$ cat config.mk
export PLATFORM = sky130hd
export DESIGN_NAME = zero_run_varint_encoder
export DESIGN_NICKNAME = d
export VERILOG_FILES = /design/src/rtl/zrv_pkg.sv /design/src/rtl/zrv_shifter.sv /design/src/rtl/zero_run_varint_encoder.sv
export SDC_FILE = /design/constraint.sdc
export NUM_CORES = 1
export LEC_CHECK = 0
export BUFFER_PORTS_ARGS = -buffer_cell sky130_fd_sc_hd__clkbuf_2
export CAP_MARGIN = 20
export CORE_MARGIN = 2
export CORE_UTILIZATION = 50
export DETAILED_ROUTE_END_ITERATION = 8
export PLACE_DENSITY = 0.68
export SYNTH_ARGS = -nofsm -noshare
export SYNTH_HDL_FRONTEND = slang
export SYNTH_SLANG_ARGS = --single-unit
$ cat constraint.sdc
create_clock -name clock -period 6.1 [get_ports clock]
set_input_delay 1.22 -clock clock [delete_from_list [all_inputs] [get_ports clock]]
set_output_delay 1.22 -clock clock [all_outputs]
set_load 0.02 [all_outputs]
$ cat src/rtl/zrv_pkg.sv
// Shared types and constants for the zero-run varint encoder.
// No dependencies; imported by the shifter and the top level.
package zrv_pkg;

   localparam int DeltaBits     = 64;
   localparam int GroupBits     = 7;
   localparam int RunCountWidth = 32;
   // count - 1 must fit in five varint bytes
   localparam int CountBits     = (RunCountWidth > 35) ? 35 : RunCountWidth;
   localparam logic [CountBits-1:0] CountMax = '1;

   typedef enum logic [1:0] {
      ST_IDLE,
      ST_MARK,
      ST_RUN,
      ST_DELTA
   } state_type;

   typedef struct packed {
      logic                 load;
      logic                 shift;
      logic [DeltaBits-1:0] value;
   } shift_ctl_type;

   typedef struct packed {
      logic [GroupBits-1:0] group;
      logic                 last;
   } shift_sts_type;

endpackage

$ cat src/rtl/zrv_shifter.sv
// Shared varint shift unit: holds the value being encoded, 7 bits per step.
// Depends on zrv_pkg.
module zrv_shifter (
   input  logic                   clock,
   input  zrv_pkg::shift_ctl_type ctl,
   output zrv_pkg::shift_sts_type sts
);
   import zrv_pkg::*;

   logic [DeltaBits-1:0] value_ff;

   always_ff @(posedge clock) begin
      if (ctl.load) begin
         value_ff <= ctl.value;
      end else if (ctl.shift) begin
         value_ff <= value_ff >> GroupBits;
      end
   end

   assign sts.group = value_ff[GroupBits-1:0];
   assign sts.last  = (value_ff[DeltaBits-1:GroupBits] == '0);

endmodule

$ cat src/rtl/zero_run_varint_encoder.sv
// Zero-run varint encoder: one request (a signed 64-bit delta) becomes 0 to 16
// bytes, one byte per cycle while rsp_tready is high, from a single 7-bit
// shift unit. A pending run adds the zero marker and 1 to 5 count bytes, a
// delta 1 to 10 bytes; req_tready is low until the last byte has been taken.
// A zero delta with runs enabled and no end-of-chunk only bumps the run count
// and produces no byte.
// Depends on zrv_pkg and zrv_shifter.
module zero_run_varint_encoder (
   input  logic        clock,
   input  logic        reset,
   input  logic        csr_wen,
   input  logic        csr_wdata,     // zero_runs_enable
   input  logic        req_tvalid,
   output logic        req_tready,
   input  logic [63:0] req_tdata,     // [63:0] delta
   input  logic        req_tlast,     // end_of_chunk
   output logic        rsp_tvalid,
   input  logic        rsp_tready,
   output logic [7:0]  rsp_tdata,     // [7:0] byte_out
   output logic        rsp_tlast,     // last_of_item
   output logic        rsp_tuser      // [0] chunk_done
);
   import zrv_pkg::*;

   state_type            state_ff, state_in;
   logic [DeltaBits-1:0] delta_ff, delta_in;
   logic                 eoc_ff, eoc_in;
   logic                 wdelta_ff, wdelta_in;
   logic [CountBits-1:0] count_ff, count_in;
   logic                 enable_ff;

   shift_ctl_type ctl;
   shift_sts_type sts;

   logic                 req_accept, rsp_accept;
   logic                 write_delta;
   logic [CountBits-1:0] count_nxt;
   logic                 do_flush;

   zrv_shifter u_shifter (
      .clock (clock),
      .ctl   (ctl),
      .sts   (sts)
   );

   assign req_tready = (state_ff == ST_IDLE);
   assign req_accept = req_tvalid && req_tready;
   assign rsp_tvalid = (state_ff != ST_IDLE);
   assign rsp_accept = rsp_tvalid && rsp_tready;

   assign write_delta = (req_tdata != '0) || !enable_ff;
   assign count_nxt   = (write_delta || count_ff == CountMax) ? count_ff
                                                              : count_ff + CountBits'(1);
   assign do_flush    = (count_nxt != '0) && (write_delta || req_tlast);

   always_ff @(posedge clock) begin
      if (reset) begin
         state_ff  <= ST_IDLE;
         count_ff  <= '0;
         enable_ff <= 1'b1;
      end else begin
         state_ff <= state_in;
         count_ff <= count_in;
         if (csr_wen) begin
            enable_ff <= csr_wdata;
         end
      end
   end

   always_ff @(posedge clock) begin
      delta_ff  <= delta_in;
      eoc_ff    <= eoc_in;
      wdelta_ff <= wdelta_in;
   end

   always_comb begin
      state_in  = state_ff;
      count_in  = count_ff;
      delta_in  = delta_ff;
      eoc_in    = eoc_ff;
      wdelta_in = wdelta_ff;
      ctl.load  = 1'b0;
      ctl.shift = 1'b0;
      ctl.value = delta_ff;
      case (state_ff)
         ST_IDLE: begin
            if (req_accept) begin
               delta_in  = req_tdata;
               eoc_in    = req_tlast;
               wdelta_in = write_delta;
               count_in  = count_nxt;
               if (do_flush) begin
                  state_in  = ST_MARK;
                  ctl.load  = 1'b1;
                  ctl.value = '0;
               end else if (write_delta) begin
                  state_in  = ST_DELTA;
                  ctl.load  = 1'b1;
                  ctl.value = req_tdata;
               end
            end
         end
         ST_MARK: begin
            if (rsp_accept) begin
               state_in  = ST_RUN;
               ctl.load  = 1'b1;
               ctl.value = {{(DeltaBits-CountBits){1'b0}}, count_ff - CountBits'(1)};
            end
         end
         ST_RUN: begin
            if (rsp_accept) begin
               if (sts.last) begin
                  count_in = '0;
                  if (wdelta_ff) begin
                     state_in  = ST_DELTA;
                     ctl.load  = 1'b1;
                     ctl.value = delta_ff;
                  end else begin
                     state_in = ST_IDLE;
                  end
               end else begin
                  ctl.shift = 1'b1;
               end
            end
         end
         ST_DELTA: begin
            if (rsp_accept) begin
               if (sts.last) begin
                  state_in = ST_IDLE;
               end else begin
                  ctl.shift = 1'b1;
               end
            end
         end
         default: begin
            state_in = ST_IDLE;
         end
      endcase
   end

   assign rsp_tdata = {!sts.last, sts.group};
   assign rsp_tlast = sts.last &&
                      (state_ff == ST_DELTA || (state_ff == ST_RUN && !wdelta_ff));
   assign rsp_tuser = rsp_tlast && eoc_ff;

   a_chunk_needs_last: assert property (@(posedge clock) disable iff (reset)
      rsp_tvalid && rsp_tuser |-> rsp_tlast)
      else $error("chunk_done without last_of_item");

   a_mark_is_zero: assert property (@(posedge clock) disable iff (reset)
      state_ff == ST_MARK |-> rsp_tdata == 8'h00)
      else $error("zero marker byte not zero");

   a_run_cleared: assert property (@(posedge clock) disable iff (reset)
      state_ff == ST_RUN && rsp_accept && sts.last |=> count_ff == '0)
      else $error("run count not cleared after flush");

   a_flush_pending: assert property (@(posedge clock) disable iff (reset)
      req_accept && req_tlast |=> rsp_tvalid && count_ff == $past(count_nxt))
      else $error("end of chunk produced no bytes");

endmodule
==> metrics.cfg <==
[run_status]
outcome = complete, no violations

[min_path]
hold_ep = u_shifter.value_ff[23]
hold_path_class = flip-flop to flip-flop
whs_path_depth = 2
worstHoldStart = u_shifter.value_ff[30]

[power_and_ir_drop]
power_uw = 3130
power_per_cell_area_nw_per_um2 = 284
peakVddDrop_v = 0.000197
power.leakage_uw = 0.00385

[timing]
final_worst_path_period_need_ps = 5360
clock_skew_ps = 12.9
endpoints_failing_hold = 0
drv_slew = 0
fmax_ghz = 0.187
rsz_0062_raised_after_global_routing = no
tns_ps = 0
worst-slew-pin-transition_ps = 998
timing.max_slew.rel_slack_pct = 33.3
finalSetupViolations = 0
timing.final.crit_share_pct = 87.8
hold_ws_ps = 565

[yosys]
synth-seq-cells = 165
post_synth_inst_count = 1063
synth_async_sr_flop_share_pct = 0
synth_top_flop_cell = sky130_fd_sc_hd__edfxtp_1
post_synth_num_cell_types = 74
synth_area_um2 = 9870
synth_enable_flop_cells = 130
ys_seq_area_share_pct = 46.6
synth.largest_area_cell = sky130_fd_sc_hd__edfxtp_1
synth_top_cell_area_share_pct = 39.5
postSynthAreaPerCell_um2 = 9.29
ys.warnings.count = 0
synth_nets = 1136
yosys-top-cells-area = sky130_fd_sc_hd__edfxtp_1, sky130_fd_sc_hd__dfxtp_1, sky130_fd_sc_hd__a21oi_1

[layout]
area_growth_pct = 11.6
layout.cells.non_filler = 1369
final_net_count = 1162
layout_commonest_cell = sky130_fd_sc_hd__edfxtp_1
drive_gt1_share_pct = 14.6
post_route_cell_area_um2 = 11000
most_frequent_cells_in_the_layout = sky130_fd_sc_hd__edfxtp_1, sky130_fd_sc_hd__nand2_1, sky130_fd_sc_hd__nor2_1

[clocking]
cts_setup_buffers = 0
clock_latency_ps = 440
clkSlewWorstSetupHoldPaths_ps = 70
cts-resized-gates = 0
cts_buffers = 17
clock-root-buffer = sky130_fd_sc_hd__clkbuf_16
cts-root-to-sink-buffers = 2
clock_tree.htree_level_count = 4
cts_tree = yes
post_cts_hold_buffer_count = 0
cts.sinks = 165

[critical_path]
crit_path_cell_trace = clkbuf_2 > nor4_1 > nand4_1 > or4_1 > nor3_4 > nand4_1 > a22o_1 > a2111o_1 > buf_4 > nor4_4 > buf_4 > o31ai_1 > a2bb2oi_1
critical_path.reg2reg.endpoint = u_shifter.value_ff[7]
start_kind = primary input
top_family_by_delay_on_critical_path = simple AND/OR/NAND/NOR gates
reg2reg_setup_slack_ps = 1230
wp_data_required_ps = 6360
worst-setup-path-type = primary input to flip-flop
timing.critical_path.buf_inv = 3
ff2ff_path_depth = 12
crit_arrival_ps = 5610
crit_fanout = 45
timing.critical_path.depth = 13
critPathSlowestCell = sky130_fd_sc_hd__or4_1
critPathMaxStageDelay_ps = 750
worstReg2RegStart = count_ff[1]
endpoint_kind = flip-flop

[global_route]
groute.usage.overall_pct = 32.3
maximum_number_of_pins_on_one_net_before_global_route_repair = 60
number_of_antenna_violations_at_the_first_check_in_global_routing = 3
overflow = 0
grt_pass1_vias = 8319
grt_pass1_wl_mm = 50.1

[floorplanning]
std_cell_rows = 51
placeableCoreArea_um2 = 19400
die-width_um = 145
die_area_um2 = 20900
dieHeight_um = 145
initial_utilization_pct = 50.9
io_pins = 83

[flow_run]
cap_viol_max_count = 0

[place]
post-dp-hpwl_mm = 23.7
dpl.cell_count = 1335
placement.io_buffers = 82
globalplace.congestion = 0.960
placedInstanceArea_um2 = 10400

[routing]
detail_route.drc_violations = 0
number_of_drc_markers_in_iteration_0 = 1269
avgViaCountPerCell = 6.74
vias = 9229
total_detailed_routing_wirelength_mm = 33.5
postRouteAntennaNets = 0
dr.pass1.iters = 6
routed_wirelength_normalized_by_instance_count_um = 24.5

==> layer usage <==
| metal | vias up | global-route usage (%) | wire, um |
|---|---|---|---|
| met4 | 2 | 14.6 | 1560 |
| li1 | 4135 | - | - |
| met3 | 101 | 5.36 | 3230 |
| met5 | - | 0 | 8 |
| met2 | 577 | 49.6 | 15200 |
| met1 | 4414 | 45.0 | 13500 |
==> report_power, final <==
part | internal (uW) | switching [uW] | leakage (uW) | total (uW)
clock | 615 | 495 | 0.000287 | 1110
sequential | 1390 | 82.3 | 0.00153 | 1470
combinational | 201 | 348 | 0.00204 | 548
==> state kept, by name, indices dropped and copies added, names as in the netlist <==
register	cells
eoc_ff	1
wdelta_ff	1
u_shifter.value_ff	64
enable_ff	1
delta_ff	64
state_ff	2
count_ff	32
==> kinds of logic after synthesis <==
| family | Yosys count | share of synthesized area [%] |
|---|---|---|
| AND/OR/NAND/NOR | 403 | 21.7 |
| AO/OA/AOI/OAI | 331 | 22.0 |
| flip-flops | 165 | 46.6 |
| buffers and inverters | 118 | 5.45 |
| XOR/XNOR | 40 | 3.55 |
| multiplexers | 4 | 0.444 |
| adder cells (fa/ha/maj) | 2 | 0.253 |
==> cell usage after synthesis (all sizes together) (5+ instances only) <==
master,number
o31ai,21
and4,5
nand2,92
xor2,17
or3,12
and3,14
or4,8
a211oi,11
a221oi,15
nor4,62
a22oi,8
edfxtp,130
nor3,29
nand2b,9
nor2,89
o21a,6
nand4,27
a21boi,8
inv,20
buf,43
nand3,25
clkbuf,55
a2bb2oi,36
a311oi,11
xnor2,23
nor2b,10
dfxtp,35
a21oi,87
a31oi,15
o21ai,85
==> worst reg2reg max path, delay by kind of cell (launching register included) <==
family          cells  cell delay, ps
compound gates      4            1090
fa+ha+maj           1             360
buf+inv             2             720
flops               1             480
simple gates        5            2040
==> layout make-up <==
type	instances	area [um2]
multi-input combinational	780	4770
fill	1753	8380
clock buffer	17	425
inverter	20	76.3
sequential	165	4600
tap	265	332
timing repair buffer	105	628
antenna	3	7.51
clock inverter	14	169
==> how the worst max path moves through the flow <==
stage | from | endpoint
after floorplan | req_tdata[28] | u_shifter.value_ff[0]
after global placement | req_tdata[9] | u_shifter.value_ff[2]
after detailed placement | req_tdata[9] | u_shifter.value_ff[7]
after CTS | req_tdata[9] | u_shifter.value_ff[7]
after global routing | req_tdata[9] | u_shifter.value_ff[7]
final | req_tdata[9] | u_shifter.value_ff[7]
==> stage by stage <==
step | setup slack [ps] | utilization, %
finish | 742 | 56.8
floorplan | 1070 | -
global placement | 508 | 53.5
global route | 565 | 56.8
detailed placement | 459 | 53.7
CTS | 893 | 56.7
(Power assumes the default switching activity.)
